File: config.mk
export PLATFORM = sky130hd
export DESIGN_NAME = clipped_rms_with_fault_log
export DESIGN_NICKNAME = d
export VERILOG_FILES = /design/src/hdl/crms_pkg.sv /design/src/hdl/crms_ctrl.sv /design/src/hdl/crms_dpath.sv /design/src/hdl/clipped_rms_with_fault_log.sv
export SDC_FILE = /design/constraint.sdc
export NUM_CORES = 1
export LEC_CHECK = 0
export ABC_AREA = 1
export BUFFER_PORTS_ARGS = -buffer_cell sky130_fd_sc_hd__buf_2
export CORE_MARGIN = 2
export CORE_UTILIZATION = 40
export CTS_CLUSTER_DIAMETER = 50
export DETAILED_ROUTE_END_ITERATION = 7
export PLACE_DENSITY = 0.58
export SYNTH_ARGS = -nofsm -noshare
export SYNTH_HDL_FRONTEND = slang
export SYNTH_HIERARCHICAL = 1
export SYNTH_SLANG_ARGS = --single-unit
File: constraint.sdc
create_clock -name clk -period 10.2 [get_ports clk]
set_input_delay 1.53 -clock clk [delete_from_list [all_inputs] [get_ports clk]]
set_output_delay 1.53 -clock clk [all_outputs]
set_load 0.02 [all_outputs]
File: src/hdl/crms_pkg.sv
// shared types, constants and codes for the clipped rms block with fault log
package crms_pkg;

    localparam int SAMPLE_BITS = 16;
    localparam int MAX_BATCH   = 65536;
    localparam int STAMP_W     = 32;
    localparam int TALLY_W     = 17;
    localparam int FAULT_W     = 20;
    localparam int SUM_W       = 48;
    localparam int LIMIT_W     = 15;
    localparam int PHASE_W     = 2;
    localparam int SQ_W        = 2 * SAMPLE_BITS;
    localparam int DIV_STEPS   = SUM_W;
    localparam int ROOT_STEPS  = SUM_W / 2;
    localparam int ROOT_W      = SUM_W / 2;
    localparam int CNT_W       = $clog2(DIV_STEPS);

    localparam int CFG_IDX_W   = 1;
    localparam int CFG_DATA_W  = LIMIT_W;

    localparam logic [CFG_IDX_W-1:0] CFG_PHASE_SELECT = 1'd0;
    localparam logic [CFG_IDX_W-1:0] CFG_CLIP_LIMIT   = 1'd1;

    localparam logic [PHASE_W-1:0] PHASE_A = 2'd0;
    localparam logic [PHASE_W-1:0] PHASE_B = 2'd1;
    localparam logic [PHASE_W-1:0] PHASE_C = 2'd2;

    localparam logic KIND_FAULT = 1'b0;
    localparam logic KIND_RMS   = 1'b1;

    localparam logic [PHASE_W-1:0] PHASE_RESET = PHASE_A;
    localparam logic [LIMIT_W-1:0] LIMIT_RESET = 15'h7FFF;

    typedef struct packed {
        logic [STAMP_W-1:0]            stamp;
        logic signed [SAMPLE_BITS-1:0] volt_a;
        logic signed [SAMPLE_BITS-1:0] volt_b;
        logic signed [SAMPLE_BITS-1:0] volt_c;
        logic                          final_sample;
    } in_item_t;

    typedef struct packed {
        logic                          kind;
        logic [STAMP_W-1:0]            out_stamp;
        logic signed [SAMPLE_BITS-1:0] out_value;
        logic [PHASE_W-1:0]            phase_code;
        logic [FAULT_W-1:0]            fault_index;
        logic [TALLY_W-1:0]            good_count;
        logic                          empty_batch;
        logic                          last_of_run;
    } out_item_t;

    // controller to datapath
    typedef struct packed {
        logic take;
        logic div_step;
        logic root_step;
        logic load_rms;
    } ctrl_cmd_t;

    // datapath to controller
    typedef struct packed {
        logic item_final;
        logic batch_empty;
        logic out_free;
    } dp_stat_t;

endpackage

File: src/hdl/crms_ctrl.sv
// controller: accepts samples, sequences the batch divide and square root
module crms_ctrl (
    input  logic                clk,
    input  logic                rst_n,
    input  logic                in_valid,
    output logic                in_ready,
    input  crms_pkg::dp_stat_t  stat,
    output crms_pkg::ctrl_cmd_t cmd
);

    typedef enum logic [1:0] {
        ST_IDLE,
        ST_DIVIDE,
        ST_ROOT,
        ST_EMIT
    } state_t;

    state_t                     state_reg, state_next;
    logic [crms_pkg::CNT_W-1:0] cnt_reg, cnt_next;

    always_comb
    begin
        state_next    = state_reg;
        cnt_next      = cnt_reg;
        in_ready      = 1'b0;
        cmd           = '0;
        unique case (state_reg)
            ST_IDLE:
            begin
                in_ready = stat.out_free;
                cmd.take = in_valid && stat.out_free;
                if (cmd.take && stat.item_final)
                begin
                    state_next = ST_DIVIDE;
                    cnt_next   = '0;
                end
            end
            ST_DIVIDE:
            begin
                if (stat.batch_empty)
                begin
                    state_next = ST_EMIT;
                end
                else
                begin
                    cmd.div_step = 1'b1;
                    if (cnt_reg == crms_pkg::CNT_W'(crms_pkg::DIV_STEPS - 1))
                    begin
                        state_next = ST_ROOT;
                        cnt_next   = '0;
                    end
                    else
                    begin
                        cnt_next = cnt_reg + 1'b1;
                    end
                end
            end
            ST_ROOT:
            begin
                cmd.root_step = 1'b1;
                if (cnt_reg == crms_pkg::CNT_W'(crms_pkg::ROOT_STEPS - 1))
                begin
                    state_next = ST_EMIT;
                    cnt_next   = '0;
                end
                else
                begin
                    cnt_next = cnt_reg + 1'b1;
                end
            end
            ST_EMIT:
            begin
                cmd.load_rms = stat.out_free;
                if (stat.out_free)
                begin
                    state_next = ST_IDLE;
                end
            end
            default:
            begin
                state_next = ST_IDLE;
            end
        endcase
    end

    always_ff @(posedge clk or negedge rst_n)
    begin
        if (!rst_n)
        begin
            state_reg <= ST_IDLE;
            cnt_reg   <= '0;
        end
        else
        begin
            state_reg <= state_next;
            cnt_reg   <= cnt_next;
        end
    end

    // the rms result never overwrites a record that is still waiting
    a_load_free: assert property (@(posedge clk) disable iff (!rst_n)
        cmd.load_rms |-> stat.out_free)
        else $error("rms loaded while output register busy");

    // a final sample closes the input until its rms result is out
    a_final_blocks: assert property (@(posedge clk) disable iff (!rst_n)
        cmd.take && stat.item_final |=> !in_ready)
        else $error("input open right after a final sample");

    a_cnt_range: assert property (@(posedge clk) disable iff (!rst_n)
        cnt_reg < crms_pkg::CNT_W'(crms_pkg::DIV_STEPS))
        else $error("step counter out of range");

endmodule

File: src/hdl/crms_dpath.sv
// datapath: phase select, clip test, accumulation, divider, square root, output register
module crms_dpath (
    input  logic                                clk,
    input  logic                                rst_n,
    input  logic                                cfg_en,
    input  logic [crms_pkg::CFG_IDX_W-1:0]      cfg_addr,
    input  logic [crms_pkg::CFG_DATA_W-1:0]     cfg_data,
    input  crms_pkg::in_item_t                  in_data,
    output logic                                out_valid,
    input  logic                                out_ready,
    output crms_pkg::out_item_t                 out_data,
    input  crms_pkg::ctrl_cmd_t                 cmd,
    output crms_pkg::dp_stat_t                  stat
);

    localparam int SB = crms_pkg::SAMPLE_BITS;
    localparam int SW = crms_pkg::SUM_W;
    localparam int TW = crms_pkg::TALLY_W;
    localparam int FW = crms_pkg::FAULT_W;
    localparam int RW = crms_pkg::ROOT_W;

    logic [crms_pkg::PHASE_W-1:0] phase_sel_reg;
    logic [crms_pkg::LIMIT_W-1:0] clip_limit_reg;
    logic [SW-1:0]                sum_reg, sum_next;
    logic [TW-1:0]                tally_reg, tally_next;
    logic [FW-1:0]                fault_total_reg, fault_total_next;
    logic [SW-1:0]                work_reg, work_next;
    logic [TW-1:0]                divisor_reg, divisor_next;
    logic [TW-1:0]                div_rem_reg, div_rem_next;
    logic [RW-1:0]                root_reg, root_next;
    logic [RW+1:0]                root_rem_reg, root_rem_next;
    logic                         empty_reg, empty_next;
    logic [crms_pkg::PHASE_W-1:0] rms_phase_reg, rms_phase_next;
    logic                         out_valid_reg, out_valid_next;
    crms_pkg::out_item_t          out_data_reg, out_data_next;

    logic [crms_pkg::PHASE_W-1:0] phase;
    logic signed [SB-1:0]         volt;
    logic [SB-1:0]                mag;
    logic                         clipped;
    logic [crms_pkg::SQ_W-1:0]    square;
    logic [SW:0]                  sum_add;
    logic [SW-1:0]                sum_upd;
    logic [TW-1:0]                tally_upd;
    logic [TW:0]                  div_trial;
    logic [TW:0]                  div_diff;
    logic [RW+3:0]                root_trial;
    logic [RW+3:0]                root_cur;
    logic [RW+3:0]                root_diff;
    logic                         out_free;

    always_comb
    begin
        case (phase_sel_reg)
            crms_pkg::PHASE_A:
            begin
                phase = crms_pkg::PHASE_A;
                volt  = in_data.volt_a;
            end
            crms_pkg::PHASE_B:
            begin
                phase = crms_pkg::PHASE_B;
                volt  = in_data.volt_b;
            end
            default:
            begin
                // the unused code falls back to phase c
                phase = crms_pkg::PHASE_C;
                volt  = in_data.volt_c;
            end
        endcase
    end

    assign mag     = volt[SB-1] ? (~volt + 1'b1) : volt;
    assign clipped = mag > SB'(clip_limit_reg);
    assign square  = mag * mag;
    assign sum_add = {1'b0, sum_reg} + (SW+1)'(square);

    always_comb
    begin
        sum_upd   = sum_reg;
        tally_upd = tally_reg;
        if (!clipped && (tally_reg < TW'(crms_pkg::MAX_BATCH)))
        begin
            sum_upd   = sum_add[SW] ? {SW{1'b1}} : sum_add[SW-1:0];
            tally_upd = tally_reg + 1'b1;
        end
    end

    // restoring divide, one quotient bit per step
    assign div_trial = {div_rem_reg, work_reg[SW-1]};
    assign div_diff  = div_trial - {1'b0, divisor_reg};

    // digit-by-digit root, two radicand bits per step
    assign root_cur   = {root_rem_reg, work_reg[SW-1:SW-2]};
    assign root_trial = {2'b00, root_reg, 2'b01};
    assign root_diff  = root_cur - root_trial;

    assign out_free = !out_valid_reg || out_ready;

    always_comb
    begin
        sum_next         = sum_reg;
        tally_next       = tally_reg;
        fault_total_next = fault_total_reg;
        work_next        = work_reg;
        divisor_next     = divisor_reg;
        div_rem_next     = div_rem_reg;
        root_next        = root_reg;
        root_rem_next    = root_rem_reg;
        empty_next       = empty_reg;
        rms_phase_next   = rms_phase_reg;
        out_valid_next   = out_valid_reg && !out_ready;
        out_data_next    = out_data_reg;

        if (cmd.take)
        begin
            if (clipped)
            begin
                out_valid_next            = 1'b1;
                out_data_next.kind        = crms_pkg::KIND_FAULT;
                out_data_next.out_stamp   = in_data.stamp;
                out_data_next.out_value   = volt;
                out_data_next.phase_code  = phase;
                out_data_next.fault_index = fault_total_reg;
                out_data_next.good_count  = '0;
                out_data_next.empty_batch = 1'b0;
                out_data_next.last_of_run = !in_data.final_sample;
                if (fault_total_reg != {FW{1'b1}})
                begin
                    fault_total_next = fault_total_reg + 1'b1;
                end
            end
            if (in_data.final_sample)
            begin
                work_next      = sum_upd;
                divisor_next   = tally_upd;
                empty_next     = (tally_upd == '0);
                rms_phase_next = phase;
                div_rem_next   = '0;
                root_next      = '0;
                root_rem_next  = '0;
                sum_next       = '0;
                tally_next     = '0;
            end
            else
            begin
                sum_next   = sum_upd;
                tally_next = tally_upd;
            end
        end

        if (cmd.div_step)
        begin
            if (!div_diff[TW])
            begin
                div_rem_next = div_diff[TW-1:0];
                work_next    = {work_reg[SW-2:0], 1'b1};
            end
            else
            begin
                div_rem_next = div_trial[TW-1:0];
                work_next    = {work_reg[SW-2:0], 1'b0};
            end
        end

        if (cmd.root_step)
        begin
            work_next = {work_reg[SW-3:0], 2'b00};
            if (!root_diff[RW+3])
            begin
                root_rem_next = root_diff[RW+1:0];
                root_next     = {root_reg[RW-2:0], 1'b1};
            end
            else
            begin
                root_rem_next = root_cur[RW+1:0];
                root_next     = {root_reg[RW-2:0], 1'b0};
            end
        end

        if (cmd.load_rms)
        begin
            out_valid_next            = 1'b1;
            out_data_next.kind        = crms_pkg::KIND_RMS;
            out_data_next.out_stamp   = '0;
            out_data_next.out_value   = empty_reg ? '0 : root_reg[SB-1:0];
            out_data_next.phase_code  = rms_phase_reg;
            out_data_next.fault_index = '0;
            out_data_next.good_count  = divisor_reg;
            out_data_next.empty_batch = empty_reg;
            out_data_next.last_of_run = 1'b1;
        end
    end

    always_ff @(posedge clk or negedge rst_n)
    begin
        if (!rst_n)
        begin
            phase_sel_reg   <= crms_pkg::PHASE_RESET;
            clip_limit_reg  <= crms_pkg::LIMIT_RESET;
            sum_reg         <= '0;
            tally_reg       <= '0;
            fault_total_reg <= '0;
            divisor_reg     <= '0;
            div_rem_reg     <= '0;
            empty_reg       <= 1'b0;
            out_valid_reg   <= 1'b0;
        end
        else
        begin
            if (cfg_en)
            begin
                unique case (cfg_addr)
                    crms_pkg::CFG_PHASE_SELECT:
                        phase_sel_reg <= cfg_data[crms_pkg::PHASE_W-1:0];
                    crms_pkg::CFG_CLIP_LIMIT:
                        clip_limit_reg <= cfg_data[crms_pkg::LIMIT_W-1:0];
                    default:
                        clip_limit_reg <= clip_limit_reg;
                endcase
            end
            sum_reg         <= sum_next;
            tally_reg       <= tally_next;
            fault_total_reg <= fault_total_next;
            divisor_reg     <= divisor_next;
            div_rem_reg     <= div_rem_next;
            empty_reg       <= empty_next;
            out_valid_reg   <= out_valid_next;
        end
    end

    always_ff @(posedge clk)
    begin
        work_reg      <= work_next;
        root_reg      <= root_next;
        root_rem_reg  <= root_rem_next;
        rms_phase_reg <= rms_phase_next;
        out_data_reg  <= out_data_next;
    end

    assign out_valid        = out_valid_reg;
    assign out_data         = out_data_reg;
    assign stat.item_final  = in_data.final_sample;
    assign stat.batch_empty = empty_reg;
    assign stat.out_free    = out_free;

    // fault index only counts up, across batches
    a_fault_mono: assert property (@(posedge clk) disable iff (!rst_n)
        fault_total_reg >= $past(fault_total_reg))
        else $error("fault index went backwards");

    // a result waiting on a stalled output is not dropped
    a_out_hold: assert property (@(posedge clk) disable iff (!rst_n)
        out_valid_reg && !out_ready |=> out_valid_reg && $stable(out_data_reg))
        else $error("stalled result lost or changed");

    a_rem_bound: assert property (@(posedge clk) disable iff (!rst_n)
        div_rem_reg == '0 || div_rem_reg < divisor_reg)
        else $error("divider remainder not below divisor");

endmodule

File: src/hdl/clipped_rms_with_fault_log.sv
// top level: clipped rms of one selected phase with fault record output
// non-final sample: one per cycle if output free; fault record valid the cycle after transfer
// final sample: rms result after 48 divide steps and 24 root steps, counted by the shared
//   step counter; no steps for an empty batch; input held meanwhile
// a clipped final sample gives its fault record first, then the rms result
// rst_n is asynchronous, active low: clears batch sums, fault index and output valid
module clipped_rms_with_fault_log (
    input  logic                                clk,
    input  logic                                rst_n,
    input  logic                                in_valid,
    output logic                                in_ready,
    input  crms_pkg::in_item_t                  in_data,
    output logic                                out_valid,
    input  logic                                out_ready,
    output crms_pkg::out_item_t                 out_data,
    input  logic                                cfg_en,
    input  logic [crms_pkg::CFG_IDX_W-1:0]      cfg_addr,
    input  logic [crms_pkg::CFG_DATA_W-1:0]     cfg_data
);

    crms_pkg::ctrl_cmd_t cmd;
    crms_pkg::dp_stat_t  stat;

    crms_ctrl u_ctrl (
        .clk      (clk),
        .rst_n    (rst_n),
        .in_valid (in_valid),
        .in_ready (in_ready),
        .stat     (stat),
        .cmd      (cmd)
    );

    crms_dpath u_dpath (
        .clk       (clk),
        .rst_n     (rst_n),
        .cfg_en    (cfg_en),
        .cfg_addr  (cfg_addr),
        .cfg_data  (cfg_data),
        .in_data   (in_data),
        .out_valid (out_valid),
        .out_ready (out_ready),
        .out_data  (out_data),
        .cmd       (cmd),
        .stat      (stat)
    );

endmodule
# --- Word-level counts from Yosys, hierarchy flattened ---
# Cells that the tools add are included.
word_totals:
  ff_bits: 336
  out_inout_bits: 92
  wordCells: 129
op_classes:
  n_mux: 49
  magnitude_cmp: 2
  bitwise_logic: 2
  eq_ne: 12
  n_mul: 1
  n_addsub: 7
  n_reduce_logical: 32
op_table:
  columns: ["operator", "n"]
  rows:
  - ["48-bit 2-to-1 mux", 7]
  - ["57-bit 2-to-1 mux", 3]
  - ["26-bit 2-to-1 mux", 4]
  - ["17-bit 2-to-1 mux", 6]
  - ["24-bit 2-to-1 mux", 3]
  - ["48-bit by 32-bit adder with 49-bit output", 1]
  - ["16-bit by 16-bit multiplier with 32-bit output", 1]
  - ["16-bit 2-to-1 mux", 2]
  - ["16-bit one-hot mux with 2 select lines", 1]
  - ["28-bit by 26-bit subtractor with 28-bit output", 1]
  - ["6-bit 2-to-1 mux", 4]
  - ["20-bit by 1-bit adder with 20-bit output, second input constant", 1]
  - ["20-bit inequality test, second input constant", 1]
  - ["6-bit one-hot mux with 3 select lines", 1]
  - ["18-bit by 17-bit subtractor with 18-bit output", 1]
  - ["17-bit by 1-bit adder with 17-bit output, second input constant", 1]
  - ["17-bit zero test", 1]
  - ["17-bit < comparator, second input constant", 1]
  - ["16-bit by 1-bit adder with 16-bit output, second input constant", 1]
  - ["16-bit by 15-bit > comparator with 1-bit output", 1]
  - ["16-bit NOT", 1]
  - ["2-bit AND reduction", 8]
  - ["2-bit nonzero test", 6]
  - ["1-bit 2-to-1 mux", 11]
  - ["other kinds (19)", 37]

# --- Logic depth before layout (Yosys ltp) ---
logic_depth:
  depth_word: 13
  mapped_depth: 48
  ltp_nobuf: 46

# --- Cells and area by module ---
# Netlist, hierarchy kept.
modules_own_cells:
  columns: ["module", "seq_area_each_um2", "cells_each", "area_each_um2", "n_inst"]
  rows:
  - ["crms_dpath", 8617.0, 3443, 27198.6, 1]
  - ["crms_ctrl", 200.2, 95, 737.0, 1]

# --- Worst setup path after synthesis ---
# Ideal clock, no wire load.
synth_path:
  path_kind: "input -> register"
  from: "input port in_data[1] (netlist bit)"
  to: "register u_dpath.work_reg[46] (data pin)"
  arrival_ns: 8.536
  t_required_ns: 9.948
  setup_time_ns: 0.252
  path_buffers: 3
  cell_stages: 40
  setup_slack_ns: 1.412
  cell_sequence: "nor2_1 a21oi_1 o21ai_2 clkbuf_1 ha_1 inv_1 nor3_2 nand3_1 nand2_1 nand2_1 inv_1 a21oi_1 o21ai_0 nand2_1 buf_2 nor2_1 inv_1 fa_1 (+4 left out) inv_1 fa_1 fa_1 inv_1 fa_1 inv_1 ha_1 nand2_1 nor2_1 a21oi_1 nor2_1 o21ai_0 nand3_2 clkbuf_1 o21ai_0 o211ai_1 nand2_1 nand2_1"
synth_via:
  elab_chain_len: 12
synth_lines:
  columns: ["item", "line", "source"]
  rows:
  - ["start, declared", "clipped_rms_with_fault_log.sv:12", "input crms_pkg::in_item_t in_data,"]
  - ["16-bit one-hot mux with 2 select lines *", "crms_dpath.sv:54", "case (phase_sel_reg)"]
  - ["16-bit NOT", "crms_dpath.sv:74", "assign mag = volt[SB-1] ? (~volt + 1'b1) : volt;"]
  - ["16-bit by 1-bit adder with 16-bit output", "crms_dpath.sv:74", null]
  - ["16-bit 2-to-1 mux *", "crms_dpath.sv:74", null]
  - ["16-bit by 16-bit multiplier with 32-bit output / 16-bit by 15-bit > comparator with 1-bit output (equally long branches)", "crms_dpath.sv:76, crms_dpath.sv:75", null]
  - ["48-bit by 32-bit adder with 49-bit output / 1-bit zero test (equally long branches)", "crms_dpath.sv:77, crms_dpath.sv:83", null]
  - ["48-bit 2-to-1 mux / 1-bit logical AND (equally long branches)", "crms_dpath.sv:85, crms_dpath.sv:83", null]
  - ["48-bit 2-to-1 mux *", "crms_dpath.sv:83", "if (!clipped && (tally_reg < TW'(crms_pkg::MAX_BATCH)))"]
  - ["48-bit 2-to-1 mux *", "crms_dpath.sv:134", "if (in_data.final_sample)"]
  - ["48-bit 2-to-1 mux *", "crms_dpath.sv:116", "if (cmd.take)"]
  - ["48-bit 2-to-1 mux *", "crms_dpath.sv:153", "if (cmd.div_step)"]
  - ["48-bit 2-to-1 mux *", "crms_dpath.sv:167", "if (cmd.root_step)"]
  - ["named net u_dpath.work_next[46]", "crms_dpath.sv:27", "logic [SW-1:0] work_reg, work_next;"]
  - ["end signal, assigned", "crms_dpath.sv:235", "work_reg <= work_next;"]
  - ["end, declared", "crms_dpath.sv:27", null]
# Mark *: on every way through the listed nets, which the timed path passes. The rest lies on a longest branch. The select of a mux whose other input is x is not followed.
# A chain may end at the register's enable or synchronous reset.

# --- Worst setup path after layout ---
layout_path:
  from: "input port in_data[16] (netlist bit)"
  to: "register u_dpath.work_reg[8] (data pin)"
# The elaborated chain is that of the path after synthesis.

==> summary.txt <==
Cells and area
  – Fillers: ~6900
  – Area Overhead vs Synth: 13.4%
  – Most frequent cells in the layout: inv_1 (684), nand2_1 (624), nor2_1 (381), o21ai_0 (272), fa_1 (196)
  – Leading cell type in the layout, fill and taps excluded: inv_1
  – Max reg flops: 90
  – Fin nets: ~4200
  – Final non-filler cell area: 31700 um^2
  – FF+latch area: between 8000 and 9000 um^2
  – Antenna Cells: 0
  – Area of the multi-input gates: 16000 um^2
  – Layout cells sized above 1: 11.3%

CTS
  – Clock-pin slew on the worst setup and hold paths: about 0.06 ns
  – Hold_buf cts: 0
  – CTS tree: done
  – H-tree Lvls: 2
  – Total CTS buffers: 51
  – Clk sinks: approximately 340
  – Root buf cell: clkbuf_16
  – CTS max path bufs: 3
  – # resized after CTS: 0
  – Postcts setup bufs: 0
  – Clock Latency Late Sink: between 0.6 and 0.7 ns

Critical path
  – Kind of critical path: primary input to flip-flop
  – WP buf/inv: 9
  – R2R setup slack: 1.21 ns
  – Crit path max fanout: 14
  – CP required: about 11 ns
  – CP delay by family, top: adder cells
  – Crit-path slowest cell: fa_1
  – Worst Setup End Kind: flip-flop
  – Setup crit start kind: primary input
  – CP Data Arrival Time: 9.36 ns
  – Slowest Stage Delay on Critical Path: around 0.55 ns
  – Most used cell, CP: fa_1

Timing
  – Fmax: 0.111 GHz
  – Setup Skew: between 0.04 and 0.05 ns
  – Post-route minimum period: around 9.0 ns
  – Slew headroom: between 30 and 40%
  – Final period util: between 80% and 90%
  – Least-Margin Pin Slew: ~1.0 ns
  – Hold Fails Final Rpt: 0
  – Slew Viols, Final: 0
  – Final setup TNS: 0 ns
  – Setup violators final: 0
  – RSZ-0062 raised after global routing: false

Placement
  – Post-DP Area: approximately 30000 um^2
  – Port Buf Inserts: between 150 and 200
  – DP Wirelength: between 50000 and 60000 um
  – Routability Congestion: 0.886

Status
  – Status: complete, no violations

Die
  – Std cell rows: 96
  – Initial core utilization: around 40%
  – Io pins: between 150 and 200
  – Die X: between 200 and 300 um
  – Die area: just over 70000 um^2
  – Die height: roughly 270 um
  – Core area: approximately 69000 um^2

Drt
  – Post-route DRC: 0
  – Final WL: around 76000 um
  – Post-DR wirelength/cell: between 15 and 20 um
  – Length of the first detailed-routing pass in iterations: 5
  – Final ANT Viol Nets: 0
  – Drt first-iter violations: around 1700
  – Via Count: between 20000 and 25000
  – Via-to-Cell Ratio: 4.96

Logic synthesis
  – Synth Cell Area: 27900 um^2
  – Post-synthesis sequential area ratio: a little under a third
  – Synth warnings: 6
  – Number of synthesized flops with an enable pin: 134
  – Syn Area/Cell: slightly below 8 um^2
  – FFs w/ async S/R, synth: 43.5%
  – Ys flop type: edfxtp_1
  – Syn Inst Count: around 3500
  – Post-synthesis register bit count: between 300 and 400
  – Synth cell types: between 60 and 70

Global routing
  – Grt ovf: 0
  – Largest net degree at the start of global routing: 88
  – Vias in the first global route: roughly 23000
  – Antenna violations before repair: 0
  – First-pass GRT wire length: ~120000 um
  – Global Route Usage Sum: 21.5%

Job
  – Number of max-cap violations: 0

Worst hold path
  – Worst Hold Class: flip-flop to flip-flop
per-layer routing:
| layer | share of wire (%) | global-route usage (%) | up-vias |
|---|---|---|---|
| met1 | 47 | 29.5 | 10987 |
| met2 | 46 | 35.7 | 576 |
| li1 | - | - | 11582 |
| met4 | 2.4 | 5.74 | 0 |
| met3 | 5.4 | 2.79 | 102 |
| met5 | 0 | 0 | - |
final timing paths:
path,startpoint,depth (start not counted),endpoint
max in group asynchronous,rst_n,2,u_dpath/fault_total_reg[18]
worst min register to register,u_dpath/out_data[89],2,u_dpath/out_data[89]
worst max register to register,u_dpath/phase_sel_reg[1],36,u_dpath/work_reg[8]
min in group asynchronous,rst_n,1,u_ctrl/state_reg[1]
worst min-delay path,u_dpath/out_data[89],2,u_dpath/out_data[89]
worst max-delay path,in_data[16],31,u_dpath/work_reg[8]
tightest hold or removal path: stages (launching register included):
cell and delay, ns:
dfxtp_1 0.32, nand2_1 0.05, nand2_1 0.04
cells in the mapped netlist (6+ instances only):
cell	instances	area, um^2
dfxtp_1	56	1120
inv_1	685	2570
inv_2	14	52.6
nor2_1	383	1440
dfrtp_1	131	3280
a21oi_1	158	791
nor2_2	6	37.5
o21ai_0	272	1360
o21bai_1	6	45.0
o21ai_1	88	440
ha_1	172	2150
a32o_1	6	60.1
a21o_1	8	60.1
o21a_1	8	60.1
nand3_1	112	561
dfstp_2	15	394
o22ai_1	14	87.6
buf_2	22	110
nand2_1	627	2350
fa_1	196	3920
o31ai_1	22	165
buf_4	7	52.6
nor4_1	13	81.3
xnor2_1	30	263
o211ai_1	16	120
xor2_1	77	674
nand4_1	35	219
nand2_2	10	62.6
nor3_1	33	165
clkbuf_1	83	312
nand3_2	11	110
a31oi_1	13	81.3
edfxtp_1	134	4020
cell families after synthesis:
family,after synthesis,synth area share (%)
AND/OR/NAND/NOR,1263,19.3
buffers and inverters,826,11.4
AO/OA/AOI/OAI,635,12.5
adder cells (fa/ha/maj),368,21.7
flip-flops,336,31.6
XOR/XNOR,108,3.41
other,2,0.0269
metrics by stage:
step / cells / hold slack (ns) / util (%) / setup WS, ns
after floorplan: 3547 / 0.457 / - / 1.41
after global placement: 4593 / 0.426 / 43.5 / 0.680
after detailed placement: 4593 / 0.429 / 43.5 / 0.631
after CTS: 4689 / 0.444 / 46.0 / 1.23
after global routing: 4689 / 0.456 / 46.0 / 0.494
final: 4689 / 0.438 / 46.0 / 1.18
layout make-up:
class                           instances  share of cell area [%]
Multi-Input combinational cell       2385                    50.5
Clock inverter                         31                    1.12
Tap cell                              931                    3.68
Clock buffer                           65                    4.39
Inverter                              706                    8.38
Timing Repair Buffer                  235                    4.07
Sequential cell                       336                    27.8
Power is not shown: default switching activity piles up to over one toggle a cycle in this logic, so the estimate is an artifact.
